[config.mk]
export PLATFORM = sky130hd
export DESIGN_NAME = rms_reference_apnea_detector_unit_flat
export DESIGN_NICKNAME = d
export VERILOG_FILES = /design/src/rtl/core/rrad_pkg.sv /design/src/rtl/core/rrad_req_if.sv /design/src/rtl/core/rrad_rsp_if.sv /design/src/rtl/core/rrad_square.sv /design/src/rtl/core/rms_reference_apnea_detector_unit.sv /design/src/flat_wrapper.sv
export SDC_FILE = /design/constraint.sdc
export NUM_CORES = 2
export LEC_CHECK = 0
export BUFFER_PORTS_ARGS = -buffer_cell sky130_fd_sc_hd__buf_2
export CAP_MARGIN = 20
export CORE_MARGIN = 1
export CORE_UTILIZATION = 45
export DETAILED_ROUTE_END_ITERATION = 12
export MAX_ROUTING_LAYER = met4
export REMOVE_ABC_BUFFERS = 1
export SLEW_MARGIN = 40
export SYNTH_ARGS = -nofsm -noshare
export SYNTH_HDL_FRONTEND = slang
export SYNTH_SLANG_ARGS = --single-unit
[constraint.sdc]
create_clock -name clk -period 9 [get_ports clk]
set_input_delay 1.8 -clock clk [delete_from_list [all_inputs] [get_ports clk]]
set_output_delay 1.8 -clock clk [all_outputs]
set_load 0.005 [all_outputs]
[src/rtl/core/rrad_pkg.sv]
`timescale 1ns / 1ps
// ----------------------------------------------------------------------------
// rrad_pkg
// Shared widths, operation codes and condition codes of the RMS-reference
// apnea detector, plus the request/result structs of the square unit.
// ----------------------------------------------------------------------------
package rrad_pkg;

  localparam int OP_W     = 2;
  localparam int SAMPLE_W = 16;
  localparam int COND_W   = 2;
  localparam int SQ_W     = 31;   // (2^15)^2 needs 31 bits
  localparam int SUM_W    = 43;

  localparam logic [OP_W-1:0] OP_PUSH  = 2'd0;
  localparam logic [OP_W-1:0] OP_CHECK = 2'd1;
  localparam logic [OP_W-1:0] OP_CLEAR = 2'd2;

  localparam logic [COND_W-1:0] COND_NORMAL = 2'd0;
  localparam logic [COND_W-1:0] COND_APNEA  = 2'd1;
  localparam logic [COND_W-1:0] COND_ERROR  = 2'd2;
  localparam logic [COND_W-1:0] COND_RESET  = 2'd3;

  typedef struct packed {
    logic                       valid;
    logic signed [SAMPLE_W-1:0] value;
  } sq_req_t;

  typedef struct packed {
    logic            valid;
    logic            negative;
    logic [SQ_W-1:0] square;
  } sq_res_t;

endpackage

[src/rtl/core/rrad_req_if.sv]
`timescale 1ns / 1ps
// ----------------------------------------------------------------------------
// rrad_req_if
// Request channel: operation code and sample, valid/ready handshake.
// ----------------------------------------------------------------------------
interface rrad_req_if;
  import rrad_pkg::*;

  logic                       valid;
  logic                       ready;
  logic [OP_W-1:0]            operation;
  logic signed [SAMPLE_W-1:0] sample;

  modport source (output valid, output operation, output sample, input ready);
  modport sink   (input valid, input operation, input sample, output ready);
endinterface

[src/rtl/core/rrad_rsp_if.sv]
`timescale 1ns / 1ps
// ----------------------------------------------------------------------------
// rrad_rsp_if
// Result channel: condition code and reference status, valid/ready handshake.
// ----------------------------------------------------------------------------
interface rrad_rsp_if;
  import rrad_pkg::*;

  logic              valid;
  logic              ready;
  logic [COND_W-1:0] condition;
  logic              reference_ready;

  modport source (output valid, output condition, output reference_ready, input ready);
  modport sink   (input valid, input condition, input reference_ready, output ready);
endinterface

[src/rtl/core/rrad_square.sv]
`timescale 1ns / 1ps
// ----------------------------------------------------------------------------
// rrad_square
// Shared squaring unit: registers |value|^2 and the sign of value, one
// request per cycle; the result is registered.
// ----------------------------------------------------------------------------
module rrad_square (
  input  logic             clk,
  input  logic             rst,
  input  rrad_pkg::sq_req_t req,
  output rrad_pkg::sq_res_t res
);
  import rrad_pkg::*;

  logic [SAMPLE_W-1:0]   mag;
  logic [2*SAMPLE_W-1:0] prod;

  // -32768 maps to 32768, which still fits the unsigned magnitude
  assign mag  = req.value[SAMPLE_W-1] ? (~req.value + SAMPLE_W'(1)) : req.value;
  assign prod = mag * mag;

  always_ff @(posedge clk) begin
    if (rst) begin
      res.valid <= 1'b0;
    end else begin
      res.valid <= req.valid;
    end
    res.negative <= req.value[SAMPLE_W-1];
    res.square   <= prod[SQ_W-1:0];
  end

endmodule

[src/rtl/core/rms_reference_apnea_detector_unit.sv]
`timescale 1ns / 1ps
// ----------------------------------------------------------------------------
// rms_reference_apnea_detector_unit
// Sample ring with RMS reference; check scans the ring through one shared
// squaring unit and one constant-scaled compare against the sum of squares.
// ----------------------------------------------------------------------------
// Channel | Dir | Payload                            | Handshake
// req     | in  | operation[1:0], sample[15:0] s     | valid/ready
// rsp     | out | condition[1:0], reference_ready    | valid/ready
//
// After acceptance, a push waits in S_PUSH_WAIT for the square unit while
// the reference builds; other pushes, clear, unused code and check without
// a reference go to S_DONE. Check with a reference: S_SCAN over fill (written
// ring slots, at most RING_DEPTH), one memory read per cycle, then S_DRAIN.
// A result waits in the rsp register; the next request is taken meanwhile,
// but a finished step holds until rsp has room.
// Reset is synchronous; the ring needs no clearing pass, a fill count marks
// unwritten slots, which the check treats as zero.
// ----------------------------------------------------------------------------
module rms_reference_apnea_detector_unit #(
  parameter int RING_DEPTH  = 64,
  parameter int REF_SAMPLES = 256
) (
  input logic        clk,
  input logic        rst,
  rrad_req_if.sink   req,
  rrad_rsp_if.source rsp
);
  import rrad_pkg::*;

  localparam int PTR_W  = (RING_DEPTH > 1) ? $clog2(RING_DEPTH) : 1;
  localparam int FILL_W = $clog2(RING_DEPTH + 1);
  localparam int CNT_W  = $clog2(REF_SAMPLES + 1);
  localparam logic [SUM_W-1:0]  REF_K    = SUM_W'(REF_SAMPLES);
  localparam logic [CNT_W-1:0]  REF_CNT  = CNT_W'(REF_SAMPLES);
  localparam logic [FILL_W-1:0] FILL_MAX = FILL_W'(RING_DEPTH);
  localparam logic [PTR_W-1:0]  PTR_LAST = PTR_W'(RING_DEPTH - 1);

  typedef enum logic [2:0] {
    S_IDLE,
    S_PUSH_WAIT,
    S_SCAN,
    S_DRAIN,
    S_DONE
  } state_t;

  state_t state;

  logic signed [SAMPLE_W-1:0] ring [RING_DEPTH];
  logic signed [SAMPLE_W-1:0] rdata;
  logic                       rd_valid;

  logic [PTR_W-1:0]  ptr;
  logic [PTR_W-1:0]  idx;
  logic [FILL_W-1:0] fill;
  logic [SUM_W-1:0]  sum;
  logic [CNT_W-1:0]  count;
  logic [CNT_W-1:0]  count_next;
  logic              ref_valid;
  logic [COND_W-1:0] prev;
  logic [COND_W-1:0] cond;
  logic              hit;

  logic              out_valid;
  logic [COND_W-1:0] out_cond;
  logic              out_ref;

  logic    accept;
  logic    issue;
  logic    reach;
  sq_req_t sq_req;
  sq_res_t sq_res;

  assign req.ready = (state == S_IDLE);
  assign accept    = req.valid && req.ready;
  assign issue     = (state == S_SCAN);

  assign rsp.valid           = out_valid;
  assign rsp.condition       = out_cond;
  assign rsp.reference_ready = out_ref;

  assign count_next = count + CNT_W'(1);

  // one squarer for both the running sum and the ring scan
  assign sq_req.valid = rd_valid ||
                        (accept && (req.operation == OP_PUSH) && !ref_valid);
  assign sq_req.value = rd_valid ? rdata : req.sample;

  rrad_square u_square (
    .clk (clk),
    .rst (rst),
    .req (sq_req),
    .res (sq_res)
  );

  // sample reaches the reference when s >= 0 and s*s*REF_SAMPLES >= sum
  assign reach = !sq_res.negative && ((SUM_W'(sq_res.square) * REF_K) >= sum);

  always_ff @(posedge clk) begin
    if (accept && (req.operation == OP_PUSH)) begin
      ring[ptr] <= req.sample;
    end
    if (issue) begin
      rdata <= ring[idx];
    end
  end

  always_ff @(posedge clk) begin
    if (rst) begin
      state     <= S_IDLE;
      out_valid <= 1'b0;
      rd_valid  <= 1'b0;
      ptr       <= '0;
      idx       <= '0;
      fill      <= '0;
      sum       <= '0;
      count     <= '0;
      ref_valid <= 1'b0;
      prev      <= COND_NORMAL;
      hit       <= 1'b0;
      cond      <= COND_NORMAL;
    end else begin
      rd_valid <= issue;
      // S_DONE reloads the register itself
      if (out_valid && rsp.ready && (state != S_DONE)) begin
        out_valid <= 1'b0;
      end
      if (sq_res.valid && (state != S_PUSH_WAIT) && reach) begin
        hit <= 1'b1;
      end

      case (state)
        S_IDLE: begin
          if (accept) begin
            cond <= COND_NORMAL;
            case (req.operation)
              OP_PUSH: begin
                ptr <= (ptr == PTR_LAST) ? '0 : ptr + PTR_W'(1);
                if (fill != FILL_MAX) begin
                  fill <= fill + FILL_W'(1);
                end
                state <= ref_valid ? S_DONE : S_PUSH_WAIT;
              end
              OP_CHECK: begin
                if (!ref_valid) begin
                  prev  <= COND_NORMAL;
                  state <= S_DONE;
                end else begin
                  // an unwritten slot counts as zero: reaches only a zero sum
                  hit   <= (fill != FILL_MAX) && (sum == '0);
                  idx   <= '0;
                  state <= (fill == '0) ? S_DRAIN : S_SCAN;
                end
              end
              OP_CLEAR: begin
                ref_valid <= 1'b0;
                count     <= '0;
                sum       <= '0;
                state     <= S_DONE;
              end
              default: begin
                state <= S_DONE;
              end
            endcase
          end
        end

        S_PUSH_WAIT: begin
          if (sq_res.valid) begin
            sum   <= sum + SUM_W'(sq_res.square);
            count <= count_next;
            if (count_next == REF_CNT) begin
              ref_valid <= 1'b1;
            end
            state <= S_DONE;
          end
        end

        S_SCAN: begin
          if (FILL_W'(idx) == (fill - FILL_W'(1))) begin
            state <= S_DRAIN;
          end else begin
            idx <= idx + PTR_W'(1);
          end
        end

        S_DRAIN: begin
          if (!rd_valid && !sq_res.valid) begin
            if (hit) begin
              cond <= (prev == COND_APNEA) ? COND_RESET : COND_NORMAL;
              prev <= (prev == COND_APNEA) ? COND_RESET : COND_NORMAL;
            end else begin
              cond <= (prev == COND_APNEA) ? COND_ERROR : COND_APNEA;
              prev <= (prev == COND_APNEA) ? COND_ERROR : COND_APNEA;
            end
            state <= S_DONE;
          end
        end

        S_DONE: begin
          if (!out_valid || rsp.ready) begin
            out_valid <= 1'b1;
            out_cond  <= cond;
            out_ref   <= ref_valid;
            state     <= S_IDLE;
          end
        end

        default: begin
          state <= S_IDLE;
        end
      endcase
    end
  end

  a_fill_bound: assert property (@(posedge clk) disable iff (rst)
    fill <= FILL_MAX)
    else $error("ring fill count beyond depth");

  a_ref_count: assert property (@(posedge clk) disable iff (rst)
    ref_valid |-> (count == REF_CNT))
    else $error("reference valid with incomplete count");

  a_square_use: assert property (@(posedge clk) disable iff (rst)
    sq_res.valid |-> ((state == S_PUSH_WAIT) || (state == S_SCAN) || (state == S_DRAIN)))
    else $error("square result outside push or scan");

  a_one_at_a_time: assert property (@(posedge clk) disable iff (rst)
    accept |=> (state != S_IDLE))
    else $error("accepted transaction left no work in flight");

endmodule
[src/flat_wrapper.sv]
// flat-port wrapper written by rule: the top's interface ports become plain ports
module rms_reference_apnea_detector_unit_flat import rrad_pkg::*;
#(
  parameter int RING_DEPTH  = 64,
  parameter int REF_SAMPLES = 256
)
  (clk, rst, req_valid, req_operation, req_sample, req_ready, rsp_valid, rsp_condition, rsp_reference_ready, rsp_ready);
  rrad_req_if req_i ();
  rrad_rsp_if rsp_i ();
  input logic clk;
  input logic rst;
  input wire logic [$bits(req_i.valid)-1:0] req_valid;
  input wire logic [$bits(req_i.operation)-1:0] req_operation;
  input wire logic [$bits(req_i.sample)-1:0] req_sample;
  output wire logic [$bits(req_i.ready)-1:0] req_ready;
  output wire logic [$bits(rsp_i.valid)-1:0] rsp_valid;
  output wire logic [$bits(rsp_i.condition)-1:0] rsp_condition;
  output wire logic [$bits(rsp_i.reference_ready)-1:0] rsp_reference_ready;
  input wire logic [$bits(rsp_i.ready)-1:0] rsp_ready;
  assign req_i.valid = req_valid;
  assign req_i.operation = req_operation;
  assign req_i.sample = req_sample;
  assign req_ready = req_i.ready;
  assign rsp_valid = rsp_i.valid;
  assign rsp_condition = rsp_i.condition;
  assign rsp_reference_ready = rsp_i.reference_ready;
  assign rsp_i.ready = rsp_ready;
  rms_reference_apnea_detector_unit #(.RING_DEPTH(RING_DEPTH), .REF_SAMPLES(REF_SAMPLES)) u_core (.clk(clk), .rst(rst), .req(req_i), .rsp(rsp_i));
endmodule
==> results.yml <==
synth:
  synth_simple_gate_area_share_pct: 4.95
  synth_edf_count: 1043
  ys_ff_latch: 1157
  syn_area_sq_mm: 0.0537
  ys.flop_type: "edfxtp_1"
  synth_fa_ha_area_share_pct: 9.80
  synth.top_cell.area_share_pct: 58.3
  synth_top_family_by_area: "multiplexers"
  synthMuxAreaShare_pct: 14.5
  synthMostInstantiatedCell: "edfxtp_1"
  ys_warn_count: 0
  ys_seq_area_share_pct: 62.5
  synth-xor-area-share_pct: 1.66
  synthCells: 3233
  synth.largest_area_cell: "edfxtp_1"
  synth_compound_area_share_pct: 3.53
  async_reset_ff_share_pct: 0
  avgSynthCellArea_sq_um: 16.6
  synthTopCellsByCount: "1043 x edfxtp_1, 336 x mux4_2, 272 x inv_1"
  synth_cell_types: 81
  synthTopCellsByArea: "edfxtp_1 58%, mux4_2 14%, fa_1 6.1%"
timing:
  maxSlewViolCount: 0
  period_share_pct: 96.3
  rsz0062_at_grt: "no"
  fin_skew_ns: 0.0797
  finalCriticalPeriod_ns: 8.66
  slew_headroom_pct: 42.2
  fmax_ghz: 0.115
  post-route-worst-setup-slack_ns: 0.336
  tightest_slew_ns: 0.868
  hold_violations: 0
  tns_ns: 0
  setup_viol: 0
clock_network:
  cts-root-buf: "clkbuf_16"
  cts-buffers-inserted: 116
  clock_path_buffers: 3
  clk_latency_ns: 0.74
  clock-sinks: 1157
  cts_tree: "yes"
  clk_transition_reported_paths_ns: 0.05
  cts_max_level: 3
  hold_buffers: 0
  cts_setup_buffers: 0
setup_path:
  critPathSlowestCell: "o32ai_1"
  crit_arrival_ns: 9.26
  critical_path_required_ns: 9.59
  cp-start-kind: "primary input"
  setup.worst_path.end_class: "flop"
  critical_path_class: "in -> reg"
  crit_fanout: 6
  critPathMostFrequentCell: "fa_1"
  cp_slowest_stage_delay_ns: 0.69
floorplan:
  die_w_microns: 348
  io_pins: 27
  initial_utilization_pct: 45.4
  die-area_sq_mm: 0.121
  row_count: 126
  coreArea_sq_mm: 0.118
  die_h_microns: 348
detailed_routing:
  wl_mm: 135
  viasPerCell: 5.69
  drc: 0
  routed-via-count: 29200
  drtIter0Drc: 2465
  drt_pass1_iterations: 5
  final_antenna_net_count: 0
  wire_per_inst_microns: 26.2
job:
  maxCapViolCount: 0
global_routing:
  grt_pass1_wl_mm: 200
  grt_antenna_before_repair: 10
  grt_usage_pct: 23.3
  grt_pass1_vias: 30600
  grt_max_degree: 87
  grt_overflow: 0
power_and_ir_drop:
  power_leakage_nw: 21.1
  powerDensity_mw_per_mm2: 324
  ir_worst_vdd_mv: 0.880
final_layout:
  drive_above_1_share_pct: 23.0
  stdcell_count: 5130
  syn2layout_area_growth_pct: 13.6
  nets: 3842
min_path:
  hp-class: "reg -> reg"
placement:
  placed_cells: 4913
  io_buffers: 26
  dp_slack_ns: -0.522
  gp_congestion: 0.898
  hpwl_mm: 87.5
status:
  status: "finished, final reports clean"
placed cells by master (no fill, tap or decap), types with 11 or more instances in the layout:
master	count
a21o_1	26
mux4_2	336
xnor2_1	65
nand4_1	20
a21oi_1	94
ha_1	160
clkinv_1	30
fa_1	163
buf_2	26
inv_1	271
nor2b_1	14
clkbuf_16	117
nor4_1	14
mux2i_1	23
xor2_1	33
nor3_1	29
edfxtp_1	1043
or3_1	13
nor2_1	219
inv_2	15
clkinv_2	17
nand2b_1	13
nand2_1	168
a22oi_1	20
dfxtp_1	108
nor2_2	14
clkbuf_1	25
o21ai_0	49
buf_4	228
conb_1	11
nand3_1	29
path summary, 6_finish.rpt:
| check | from | cells after the start | slack [ns] | end |
|---|---|---|---|---|
| setup / recovery | req_sample[2] | 30 | 0.34 | u_core.u_square.res[29]$_DFF_P_ |
| hold reg to reg | u_core.cond[1]$_SDFFE_PP0P_ | 0 | 0.45 | u_core.rsp.condition[1]$_DFFE_PP_ |
| hold / removal | u_core.cond[1]$_SDFFE_PP0P_ | 0 | 0.45 | u_core.rsp.condition[1]$_DFFE_PP_ |
| setup reg to reg | u_core.rd_valid$_SDFF_PP0_ | 29 | 0.96 | u_core.u_square.res[29]$_DFF_P_ |
cells by family (layout without fill, tap and decap cells):
group,Yosys count,after routing
xor+xnor,100,100
buf+inv,416,762
fa+ha+maj,323,323
flops,1157,1157
other cells,2,17
compound gates,287,287
simple gates,588,588
mux,360,360
metal layers:
layer / GRT usage, % / vias to the layer above / wire [microns]
li1: - / 12800 / -
met1: 29.8 / 15300 / 54600
met2: 39.4 / 869 / 69200
met3: 3.17 / 202 / 7440
met4: 5.98 / 0 / 3320
met5: - / - / 0
sequential cells by signal (all words and copies together), names as in the netlist:
name                        flops
u_core.ring                  1024
u_core.sum                     43
u_core.u_square.res            32
u_core.rdata                   16
u_core.count                    9
u_core.fill                     7
u_core.idx                      6
u_core.ptr                      6
u_core.state                    3
u_core.cond                     2
u_core.prev                     2
u_core.rsp.condition            2
u_core.hit                      1
u_core.rd_valid                 1
u_core.ref_valid                1
u_core.rsp.reference_ready      1
u_core.rsp.valid                1
final cells by class:
cell class | instances | area, sq um
fillers | 9615 | 57200
flip-flops and latches | 1157 | 33600
multi-input cells | 1669 | 18600
clock buffers | 142 | 3020
repair buffers | 267 | 2100
well taps | 1536 | 1920
inverters | 286 | 1070
clock inverters | 67 | 639
diodes | 6 | 15.0
stage by stage:
| step | utilization [%] | total power, mW | instance area, sq um | hold slack (ns) |
|---|---|---|---|---|
| after floorplan | - | 11.4 | 53200 | 0.408 |
| after global placement | 48.4 | 15.1 | 57200 | 0.420 |
| after detailed placement | 48.4 | 15.2 | 57300 | 0.427 |
| after CTS | 51.5 | 20.0 | 60900 | 0.444 |
| after global routing | 51.6 | 21.1 | 61000 | 0.455 |
| final | 51.6 | 19.8 | 61000 | 0.446 |
what timing repair did:
item                       4_1_cts  5_1_grt
hold endpoints to repair         0        0
setup endpoints to repair        0        2
gates resized for setup          0        3
worst max-delay path: cells and delay by family:
family	cells	cell delay, ns
buf+inv	9	1.03
fa+ha+maj	7	3.28
compound gates	5	1.56
simple gates	7	1.30
xor+xnor	2	0.28
where the power goes:
part           internal [mW]  switching, mW
Combinational           4.28           4.66
Clock                   2.62           2.06
Sequential              6.04          0.102
No activity file was read; power rests on OpenSTA's default activity.
